File: src/sv/hid_keyboard_report_to_key_events_defines.svh
// Assertion macros shared by the key event converter modules.
`ifndef HID_KEYBOARD_REPORT_TO_KEY_EVENTS_DEFINES_SVH
`define HID_KEYBOARD_REPORT_TO_KEY_EVENTS_DEFINES_SVH

// The consequent must hold in the same cycle as the antecedent.
`define HKRE_ASSERT_SAME(label, clk, rstn, ante, cons, msg) \
    label: assert property (@(posedge clk) disable iff (!rstn) (ante) |-> (cons)) \
        else $error(msg);

// The consequent must hold in the cycle after the antecedent.
`define HKRE_ASSERT_NEXT(label, clk, rstn, ante, cons, msg) \
    label: assert property (@(posedge clk) disable iff (!rstn) (ante) |=> (cons)) \
        else $error(msg);

`endif

File: src/sv/hkre_pkg.sv
package hkre_pkg;

    localparam int KEY_SLOTS_DEF     = 6;
    localparam int INPUT_SLOT_FIELDS = 6;
    localparam int MAX_EVENTS        = 20;
    localparam int FIRST_KEY         = 4;
    localparam int KEY_LIMIT         = 232;
    localparam int MOD_BASE          = 224;
    localparam int MOD_BITS          = 8;
    localparam int MOD_IDX_W         = 3;
    localparam int CODE_W            = 8;
    localparam int TIME_W            = 64;
    localparam int CNT_W             = $clog2(MAX_EVENTS + 1);

    localparam int S_TDATA_W = MOD_BITS + INPUT_SLOT_FIELDS * CODE_W + TIME_W;
    localparam int M_TDATA_W = CODE_W + TIME_W;
    localparam int TIME_LSB  = MOD_BITS + INPUT_SLOT_FIELDS * CODE_W;

    typedef enum logic [1:0] {
        ST_IDLE,
        ST_SCAN,
        ST_EMIT
    } hkre_state_t;

    typedef struct packed {
        logic capture;
        logic scan;
        logic load_next;
        logic commit;
    } hkre_cmd_t;

    typedef struct packed {
        logic enabled;
        logic scan_empty;
        logic out_last;
    } hkre_status_t;

    function automatic logic key_ok(input logic [CODE_W-1:0] code);
        return (code >= CODE_W'(FIRST_KEY)) && (code < CODE_W'(KEY_LIMIT));
    endfunction

endpackage

File: src/sv/hkre_ctrl.sv
`include "hid_keyboard_report_to_key_events_defines.svh"

module hkre_ctrl
    import hkre_pkg::*;
(
    input  logic         aclk,
    input  logic         aresetn,
    input  logic         s_tvalid,
    output logic         s_tready,
    output logic         m_tvalid,
    input  logic         m_tready,
    input  hkre_status_t status,
    output hkre_cmd_t    cmd
);

    hkre_state_t state_reg;
    hkre_state_t state_next;

    always_ff @(posedge aclk) begin
        if (!aresetn) begin
            state_reg <= ST_IDLE;
        end else begin
            state_reg <= state_next;
        end
    end

    always_comb begin
        state_next = state_reg;
        cmd        = '0;
        s_tready   = 1'b0;
        m_tvalid   = 1'b0;
        unique case (state_reg)
            ST_IDLE: begin
                s_tready = 1'b1;
                if (s_tvalid && status.enabled) begin
                    cmd.capture = 1'b1;
                    state_next  = ST_SCAN;
                end
            end
            ST_SCAN: begin
                cmd.scan = 1'b1;
                if (status.scan_empty) begin
                    cmd.commit = 1'b1;
                    state_next = ST_IDLE;
                end else begin
                    state_next = ST_EMIT;
                end
            end
            ST_EMIT: begin
                m_tvalid = 1'b1;
                if (m_tready) begin
                    if (status.out_last) begin
                        cmd.commit = 1'b1;
                        state_next = ST_IDLE;
                    end else begin
                        cmd.load_next = 1'b1;
                    end
                end
            end
            default: begin
                state_next = ST_IDLE;
            end
        endcase
    end

    `HKRE_ASSERT_NEXT(a_capture_to_scan, aclk, aresetn, cmd.capture, state_reg == ST_SCAN, "capture not followed by scan")
    `HKRE_ASSERT_NEXT(a_stall_holds, aclk, aresetn, m_tvalid && !m_tready, state_reg == ST_EMIT, "stalled word dropped")
    `HKRE_ASSERT_NEXT(a_commit_idle, aclk, aresetn, cmd.commit, state_reg == ST_IDLE, "commit without return to idle")

endmodule

File: src/sv/hkre_datapath.sv
`include "hid_keyboard_report_to_key_events_defines.svh"

module hkre_datapath
    import hkre_pkg::*;
#(
    parameter int KEY_SLOTS = KEY_SLOTS_DEF
) (
    input  logic                 aclk,
    input  logic                 aresetn,
    input  logic [S_TDATA_W-1:0] s_tdata,
    input  logic                 cfg_valid,
    input  logic [0:0]           cfg_data,
    input  hkre_cmd_t            cmd,
    output hkre_status_t         status,
    output logic [M_TDATA_W-1:0] m_tdata,
    output logic [0:0]           m_tuser,
    output logic                 m_tlast
);

    localparam int NV     = MOD_BITS + 2 * KEY_SLOTS;
    localparam int IDX_W  = $clog2(NV);
    localparam int SLOT_W = (KEY_SLOTS > 1) ? $clog2(KEY_SLOTS) : 1;

    logic                  enabled_reg;
    logic [MOD_BITS-1:0]   cur_mods_reg;
    logic [MOD_BITS-1:0]   prev_mods_reg;
    logic [CODE_W-1:0]     cur_slots_reg  [KEY_SLOTS];
    logic [CODE_W-1:0]     prev_slots_reg [KEY_SLOTS];
    logic [TIME_W-1:0]     time_reg;
    logic [NV-1:0]         pending_reg;
    logic [CNT_W-1:0]      count_reg;
    logic [CODE_W-1:0]     out_code_reg;
    logic                  out_pressed_reg;
    logic [TIME_W-1:0]     out_time_reg;
    logic                  out_last_reg;

    logic [CODE_W-1:0]     in_slot [KEY_SLOTS];
    logic [KEY_SLOTS-1:0]  rel_vec;
    logic [KEY_SLOTS-1:0]  prs_vec;
    logic [NV-1:0]         cmp_vec;
    logic [NV-1:0]         src_vec;
    logic [NV-1:0]         low_vec;
    logic [NV-1:0]         rest_vec;
    logic [IDX_W-1:0]      idx;
    logic [IDX_W-1:0]      off;
    logic [IDX_W-1:0]      off_prs;
    logic [CNT_W-1:0]      cnt_base;
    logic [CODE_W-1:0]     ev_code;
    logic                  ev_pressed;
    logic                  ev_last;
    logic                  load;

    for (genvar g = 0; g < KEY_SLOTS; g++) begin : g_in_slot
        if (g < INPUT_SLOT_FIELDS) begin : g_field
            assign in_slot[g] = s_tdata[MOD_BITS + g * CODE_W +: CODE_W];
        end else begin : g_empty
            assign in_slot[g] = '0;
        end
    end

    always_comb begin
        logic prev_in_cur;
        logic cur_in_prev;
        for (int i = 0; i < KEY_SLOTS; i++) begin
            prev_in_cur = 1'b0;
            cur_in_prev = 1'b0;
            for (int j = 0; j < KEY_SLOTS; j++) begin
                prev_in_cur = prev_in_cur | (cur_slots_reg[j] == prev_slots_reg[i]);
                cur_in_prev = cur_in_prev | (prev_slots_reg[j] == cur_slots_reg[i]);
            end
            rel_vec[i] = !prev_in_cur && key_ok(prev_slots_reg[i]);
            prs_vec[i] = !cur_in_prev && key_ok(cur_slots_reg[i]);
        end
    end

    assign cmp_vec  = {prs_vec, rel_vec, cur_mods_reg ^ prev_mods_reg};
    assign src_vec  = cmd.scan ? cmp_vec : pending_reg;
    assign low_vec  = src_vec & (~src_vec + NV'(1));
    assign rest_vec = src_vec & ~low_vec;
    assign cnt_base = cmd.scan ? '0 : count_reg;

    always_comb begin
        idx = '0;
        for (int i = 0; i < NV; i++) begin
            if (low_vec[i]) begin
                idx = idx | IDX_W'(i);
            end
        end
    end

    assign off     = idx - IDX_W'(MOD_BITS);
    assign off_prs = off - IDX_W'(KEY_SLOTS);

    always_comb begin
        if (idx < IDX_W'(MOD_BITS)) begin
            ev_code    = CODE_W'(MOD_BASE) + CODE_W'(idx[MOD_IDX_W-1:0]);
            ev_pressed = cur_mods_reg[idx[MOD_IDX_W-1:0]];
        end else if (off < IDX_W'(KEY_SLOTS)) begin
            ev_code    = prev_slots_reg[off[SLOT_W-1:0]];
            ev_pressed = 1'b0;
        end else begin
            ev_code    = cur_slots_reg[off_prs[SLOT_W-1:0]];
            ev_pressed = 1'b1;
        end
    end

    assign ev_last = (rest_vec == '0) || (cnt_base == CNT_W'(MAX_EVENTS - 1));
    assign load    = (cmd.scan && (cmp_vec != '0)) || cmd.load_next;

    always_ff @(posedge aclk) begin
        if (!aresetn) begin
            enabled_reg   <= 1'b0;
            prev_mods_reg <= '0;
            for (int i = 0; i < KEY_SLOTS; i++) begin
                prev_slots_reg[i] <= '0;
            end
            pending_reg   <= '0;
            count_reg     <= '0;
            out_last_reg  <= 1'b0;
        end else begin
            if (cfg_valid) begin
                enabled_reg <= cfg_data[0];
            end
            if (cmd.commit) begin
                prev_mods_reg <= cur_mods_reg;
                for (int i = 0; i < KEY_SLOTS; i++) begin
                    prev_slots_reg[i] <= cur_slots_reg[i];
                end
            end
            if (load) begin
                pending_reg  <= rest_vec;
                count_reg    <= cnt_base + CNT_W'(1);
                out_last_reg <= ev_last;
            end
        end
    end

    always_ff @(posedge aclk) begin
        if (cmd.capture) begin
            cur_mods_reg <= s_tdata[MOD_BITS-1:0];
            for (int i = 0; i < KEY_SLOTS; i++) begin
                cur_slots_reg[i] <= in_slot[i];
            end
            time_reg <= s_tdata[TIME_LSB +: TIME_W];
        end
        if (load) begin
            out_code_reg    <= ev_code;
            out_pressed_reg <= ev_pressed;
            out_time_reg    <= time_reg;
        end
    end

    assign status.enabled    = enabled_reg;
    assign status.scan_empty = (cmp_vec == '0);
    assign status.out_last   = out_last_reg;

    assign m_tdata = {out_time_reg, out_code_reg};
    assign m_tuser = out_pressed_reg;
    assign m_tlast = out_last_reg;

    `HKRE_ASSERT_SAME(a_count_bound, aclk, aresetn, 1'b1, count_reg <= CNT_W'(MAX_EVENTS), "event count beyond limit")
    `HKRE_ASSERT_NEXT(a_first_count, aclk, aresetn, cmd.scan && !status.scan_empty, count_reg == CNT_W'(1), "first event not counted")
    `HKRE_ASSERT_NEXT(a_commit_mods, aclk, aresetn, cmd.commit, prev_mods_reg == $past(cur_mods_reg), "modifier state not committed")

endmodule

File: src/sv/hid_keyboard_report_to_key_events.sv
// Channel   Direction  Handshake              Payload
// s_        in         s_tvalid / s_tready    s_tdata: report (modifiers, key slots, time)
// m_        out        m_tvalid / m_tready    m_tdata, m_tuser, m_tlast: one key event
// cfg_      in         cfg_valid / cfg_ready  cfg_data: key events enable
//
// A report with events is taken into the capture registers, its slots are compared with the
// previous ones, then one event per cycle leaves the output register while m_tready is high.
// A report with no events ends at the comparison; one sent while disabled is dropped.
// A stall on m_ holds the current event and keeps s_tready low until the last is taken.
// Reset clears the enable, the previous modifiers and the previous key slots.
module hid_keyboard_report_to_key_events
    import hkre_pkg::*;
#(
    parameter int KEY_SLOTS = KEY_SLOTS_DEF
) (
    input  logic                 aclk,
    input  logic                 aresetn,
    // Fields from bit 0: modifier_bits, key_slot0..key_slot5, report_time.
    input  logic [S_TDATA_W-1:0] s_tdata,
    input  logic                 s_tvalid,
    output logic                 s_tready,
    // Fields from bit 0: scancode, event_time.
    output logic [M_TDATA_W-1:0] m_tdata,
    // Fields from bit 0: pressed.
    output logic [0:0]           m_tuser,
    output logic                 m_tlast,
    output logic                 m_tvalid,
    input  logic                 m_tready,
    input  logic [0:0]           cfg_data,
    input  logic                 cfg_valid,
    output logic                 cfg_ready
);

    hkre_cmd_t    cmd;
    hkre_status_t status;

    assign cfg_ready = 1'b1;

    hkre_ctrl u_ctrl (
        .aclk     (aclk),
        .aresetn  (aresetn),
        .s_tvalid (s_tvalid),
        .s_tready (s_tready),
        .m_tvalid (m_tvalid),
        .m_tready (m_tready),
        .status   (status),
        .cmd      (cmd)
    );

    hkre_datapath #(
        .KEY_SLOTS (KEY_SLOTS)
    ) u_datapath (
        .aclk      (aclk),
        .aresetn   (aresetn),
        .s_tdata   (s_tdata),
        .cfg_valid (cfg_valid),
        .cfg_data  (cfg_data),
        .cmd       (cmd),
        .status    (status),
        .m_tdata   (m_tdata),
        .m_tuser   (m_tuser),
        .m_tlast   (m_tlast)
    );

endmodule

File: config.mk
export PLATFORM = sky130hd
export DESIGN_NAME = hid_keyboard_report_to_key_events
export DESIGN_NICKNAME = d
export VERILOG_FILES = /design/src/sv/hkre_pkg.sv /design/src/sv/hkre_ctrl.sv /design/src/sv/hkre_datapath.sv /design/src/sv/hid_keyboard_report_to_key_events.sv
export VERILOG_INCLUDE_DIRS = /design/src /design/src/sv
export SDC_FILE = /design/constraint.sdc
export NUM_CORES = 1
export LEC_CHECK = 0
export BUFFER_PORTS_ARGS = -buffer_cell sky130_fd_sc_hd__buf_2
export CAP_MARGIN = 5
export CORE_ASPECT_RATIO = 0.9
export CORE_UTILIZATION = 35
export DETAILED_ROUTE_END_ITERATION = 10
export PLACE_DENSITY = 0.56
export REMOVE_ABC_BUFFERS = 1
export SYNTH_ARGS = -nofsm -noshare
export SYNTH_HDL_FRONTEND = slang
export SYNTH_HIERARCHICAL = 1
export SYNTH_SLANG_ARGS = --single-unit
export TNS_END_PERCENT = 100
File: constraint.sdc
create_clock -name aclk -period 5.1 [get_ports aclk]
set_input_delay 0.255 -clock aclk [delete_from_list [all_inputs] [get_ports aclk]]
set_output_delay 0.255 -clock aclk [all_outputs]
set_load 0.005 [all_outputs]
==> flow_summary.toml, run 1 <==
[critical_path]
critPathLaunch = "u_ctrl/state_reg[1]"
cp.required_ps = 5420
endpoint_kind = "flip-flop"
critPathKind = "flip-flop to flip-flop"
ff2ff_setup_slack_ps = 370
startpoint_type = "flip-flop"
cp-endpoint = "u_datapath/out_code_reg[4]"
r2r.worst_path.cells = 16
r2r-end = "u_datapath/out_code_reg[4]"
crit_arrival_ps = 5050
cp_max_fo = 11
r2r-start = "u_ctrl/state_reg[1]"

[min_path]
min_from = "s_tvalid"
hp-class = "primary input to flip-flop"

[grt]
antenna_found_initial = 1
grt_pass1_wl_microns = 75900
grt_pass1_vias = 11718
gr-usage-all-layers_pct = 22.6
grt_max_degree = 57
grt_overflow_total = 0

[floorplan]
pin_count = 203
design.die.area_sq_um = 44900
rows = 72
chipWidth_microns = 223
core_area_sq_um = 43200
die_h_microns = 201
start_util_pct = 35.7

[clock_tree]
cts_setup_buffers = 0
cts_tree = "yes"
clk_latency_ps = 590
numCtsBuffers = 31
htreeDepth = 1
clk_pin_slew_worst_paths_ps = 60
cts_sinks = 277
clock_path_buffers = 3
root_buffer = "clkbuf_16"

[synthesis]
synth_ff_type = "edfxtp_1"
synth.distinct_cells = 88
ys_seq_area_share_pct = 51.6
synthCells = 1339
mappedNetlistArea_sq_um = 15400
syn_avg_cell_area_sq_um = 11.5
async_flop_share_pct = 0
yosysWarnings = 6
ys_seq_elements = 277
synth_edf_count = 241

[timing]
skew_ps = 24.9
tightest_slew_ps = 1090
period_needed_ps = 4730
slew_violations = 0
setup_slack_ps = 371
max_slew_margin_pct = 27.4
rsz0062_at_grt = "no"
timing.fmax_mhz = 211
setup_viol = 0
period_share_pct = 92.7
hold_viol = 0

[routing]
wl_per_cell_microns = 23.3
ant_nets = 0
vias_per_cell = 5.28
drt_wl_total_microns = 50900
drt-initial-drc-count = 952
post-route-drc-count = 0
firstDrtPassIters = 5
vias = 11550

[placement]
place_congestion = 0.990
io_buffers = 201
dp.cells = 2008
pre_cts_slack_ps = 412
place_hpwl_microns = 35600

[cells_and_area]
fill_cells = 4047
area_growth_pct = 23.0
final_cell_mix = "edfxtp_1, xnor2_1, buf_2"
num_antenna_cells = 0
finalNetCount = 1741
drive_above_1_share_pct = 21.0
fin_cells = 2187
mostFrequentLayoutCell = "edfxtp_1"

[pwr]
powerDensity_nw_per_um2 = 485
power.total_mw = 9.20
p_leak_nw = 6.86
peakVddDrop_mv = 0.361

[run_status]
status = "completed"

[flow_run]
maxCapViolCount = 0
-- per-stage QoR --
step	instance area, sq um	hold slack, ps	util [%]	TNS, ps
final	19000	102	43.9	0
after global routing	19000	115	43.9	0
after CTS	19000	65.6	43.9	0
after detailed placement	16700	405	38.6	0
after global placement	16700	400	38.6	0
after floorplan	14600	354	-	-106060
-- final cells by class --
class | count | area (sq um) | share of cell area, %
Clock buffer | 37 | 798 | 4.21
Clock inverter | 20 | 238 | 1.25
Inverter | 12 | 46.3 | 0.244
Multi-Input combinational cell | 917 | 6640 | 35.0
Sequential cell | 277 | 7960 | 41.9
Tap cell | 555 | 694 | 3.66
Timing Repair Buffer | 369 | 2600 | 13.7
-- synth_stat cells (all sizes together) (5+ instances only) --
library cell,instances,area (sq um)
or4,6,48.8
inv,11,41.3
a31oi,7,43.8
dfxtp,36,721
nor4,34,219
nand4,65,407
and3,51,320
o21ai,21,105
buf,112,719
edfxtp,241,7240
a21oi,38,190
nor2b,6,37.5
a22oi,6,50.1
mux2i,56,577
or3,14,92.6
a211oi,6,45.0
nor2,81,314
and2,10,62.6
xor2,62,543
nor3,18,100
mux2,20,225
ha,7,87.6
clkbuf,21,78.8
nand2,72,270
o22ai,5,31.3
xnor2,234,2050
nand3,20,105
-- report_power, final --
| part | switching, mW | internal [mW] |
|---|---|---|
| registers | 0.232 | 2.85 |
| clock network | 0.948 | 1.33 |
| logic | 2.20 | 1.63 |
| total | 3.38 | 5.82 |
-- logic make-up after synthesis --
group                      count (synthesis)  share of synthesized area [%]
DFF                                      277                           51.6
AOI/OAI and AO/OA                        140                           6.37
buffers and inverters                    145                           5.47
xor gates and xnor gates                 296                           16.8
muxes                                     76                           5.20
and+or+nand+nor                          394                           13.7
other                                      1                         0.0243
adders and majority gates                 10                          0.763
-- critical path, stage by stage, from the launching register on --
cell and delay [ps]:
dfxtp_1 340, inv_1 120, ha_2 370, mux2i_1 410, nand2_1 240, nor3_2 350
nand3_1 210, nor2_1 520, and4_4 390, a32o_2 220, nor2_2 50, inv_2 50
ha_1 350, buf_4 230, nor2_1 160, a22oi_1 90, a221o_1 370
-- timing repair --
action | in CTS | in global routing
endpoints found under the setup margin | 0 | 0
resized for setup | 0 | 0
hold buffers | 122 | 0
hold endpoints to repair | 121 | 0
-- worst min path at each step --
stage	to	slack, ps	depth (start not counted)
after floorplan	u_datapath/cur_mods_reg[0]	350	0
after global placement	u_datapath/out_time_reg[2]	400	0
after detailed placement	u_datapath/out_time_reg[28]	400	0
after CTS	u_ctrl/state_reg[0]	70	4
after global routing	u_datapath/count_reg[3]	120	3
final	u_ctrl/state_reg[0]	100	4
-- layer usage --
metal	vias up	global-route usage, %	part of all wire, %
met2	424	35.6	45
met4	0	6.18	2.4
li1	5362	-	-
met3	72	3.68	6.8
met5	-	0	0
met1	5692	32.1	46
Note: power is estimated with default switching activity, not from simulation.
==> run 2, diff against run 1 <==
CELL_PAD_IN_SITES_DETAIL_PLACEMENT = 0   (was unset)
CELL_PAD_IN_SITES_GLOBAL_PLACEMENT = 1   (was unset)
PLACE_DENSITY = 0.67   (was 0.56)
==> run 2 against run 1 <==
Clock skew rose by 15 ps. Non-clock buffer count rose by 28. Via count rose by 3.7%. Maximum frequency fell by 3.9%. Utilization rose by 0.52 points. Power rose by 4.8%. First-iteration DRC count rose by 26%. Clock-buffer cell count fell by 3. Critical path depth rose by 2. Wire length rose by 7.0%.
==> flow_summary.toml, run 2 (synthesis results as in run 1) <==
[grt]
grt_overflow_total = 0
gr-usage-all-layers_pct = 24.1
antenna_found_initial = 0
grt_max_degree = 53
grt_pass1_wl_microns = 79900
grt_pass1_vias = 11922

[critical_path]
startpoint_type = "flip-flop"
slowest_stage = "nor3_2"
crit_chain = "buf_4 > xor2_1 > nor4_1 > nand2_1 > nor4bb_1 > buf_4 > nand2_1 > o211a_1 > and4_4 > a32o_2 > nor2_2 > inv_2 > ha_1 > buf_4 > nor3_2 > a221oi_1 > buf_4 > o21a_1"
critPathKind = "flip-flop to flip-flop"
endpoint_kind = "flip-flop"
crit_arrival_ps = 5290
cp_common_cell = "buf_4"
cp_max_fo = 7
slowest_delay_ps = 720
cp.required_ps = 5470

[clock_tree]
cts_sinks = 277
cts_setup_buffers = 0
cts_tree = "yes"
htreeDepth = 1
numCtsBuffers = 31
clock_path_buffers = 3
clk_latency_ps = 620
root_buffer = "clkbuf_16"
clk_pin_slew_worst_paths_ps = 60

[timing]
rsz0062_at_grt = "no"
holdWs_ps = 56.2
tns_ps = 0
max_slew_margin_pct = 24.2
hold_viol = 0
period_share_pct = 96.5
period_needed_ps = 4920
tightest_slew_ps = 1140
slew_violations = 0
setup_slack_ps = 178
setup_viol = 0
skew_ps = 39.7
timing.fmax_mhz = 203

[routing]
drt-initial-drc-count = 1204
drt_wl_total_microns = 54400
ant_nets = 0
vias_per_cell = 5.41
vias = 11978
firstDrtPassIters = 5
wl_per_cell_microns = 24.6
post-route-drc-count = 0

[cells_and_area]
finalNetCount = 1769
postLayoutCellArea_sq_um = 19200
final_cell_mix = "edfxtp_1, xnor2_1, buf_2"
num_antenna_cells = 0
area_growth_pct = 24.5
fill_cells = 3989
mostFrequentLayoutCell = "edfxtp_1"
drive_above_1_share_pct = 22.4

[floorplan]
chipWidth_microns = 223
pin_count = 203
die_h_microns = 201
start_util_pct = 35.7
core_area_sq_um = 43200
design.die.area_sq_um = 44900
rows = 72

[pwr]
power.total_mw = 9.63
peakVddDrop_mv = 0.366
p_leak_nw = 6.99
powerDensity_nw_per_um2 = 502

[min_path]
hp-class = "primary input to flip-flop"

[placement]
io_buffers = 201
place_area_sq_um = 16900
pre_cts_slack_ps = 161
place_hpwl_microns = 37800
place_congestion = 1.02

[run_status]
status = "completed"

[flow_run]
maxCapViolCount = 0
run 2: cell types whose count changed in the layout (fill, tap and decap cells not counted), moves of 2 or more:
cell	delta
inv_6	+2
buf_4	+26
clkbuf_1	-3
clkinv_1	+2
clkinvlp_4	+3
clkinv_2	-4
clkinv_4	+2
run 2: final timing paths:
path,startpoint,end,slack (ps),depth (start not counted)
setup reg to reg,u_datapath/prev_slots_reg[5][7],u_datapath/out_code_reg[7],180,18
setup / recovery,u_datapath/prev_slots_reg[5][7],u_datapath/out_code_reg[7],180,18
hold / removal,s_tvalid,u_ctrl/state_reg[1],60,4
hold reg to reg,u_datapath/time_reg[21],u_datapath/out_time_reg[21],410,0
run 2: metrics by stage:
step	util, %	std cells
detailed placement	39.1	2035
floorplan	-	1206
global route	44.4	2216
finish	44.4	2216
global placement	39.1	2035
CTS	44.4	2215
run 2: critical path, delay by kind of cell (launching register included):
kind	cells	cell delay, ps
AND/OR/NAND/NOR	7	1950
buffers and inverters	5	870
AO/OA/AOI/OAI	4	770
adder cells (fa/ha/maj)	1	220
XOR/XNOR	1	300
flip-flops	1	550
run 2: power by group:
part           internal (mW)  leakage, nW  switching, mW
clock network           1.29        0.496           1.00
logic                   1.84         3.94           2.42
registers               2.85         2.55          0.225
total                   5.98         6.99           3.65
run 2: cell type report:
type	instances	area [sq um]	share of cell area, %
Sequential cell	277	7960	41.5
Multi-Input combinational cell	917	6640	34.6
Clock inverter	24	253	1.32
Clock buffer	34	787	4.10
Tap cell	555	694	3.62
Timing Repair Buffer	397	2820	14.7
Inverter	12	46.3	0.241
run 2: repair_timing:
item	CTS	global route
hold endpoints to repair	121	0
gates resized for setup	0	0
hold buffers	122	0
run 2: metal layers:
metal	global-route usage [%]	routed length [microns]	vias to the layer above	part of all wire [%]
met3	4.29	4580	88	8.4
met4	6.58	1440	0	2.7
li1	-	-	5427	-
met2	36.9	23800	588	44
met5	0	0	-	0
met1	34.8	24600	5875	45
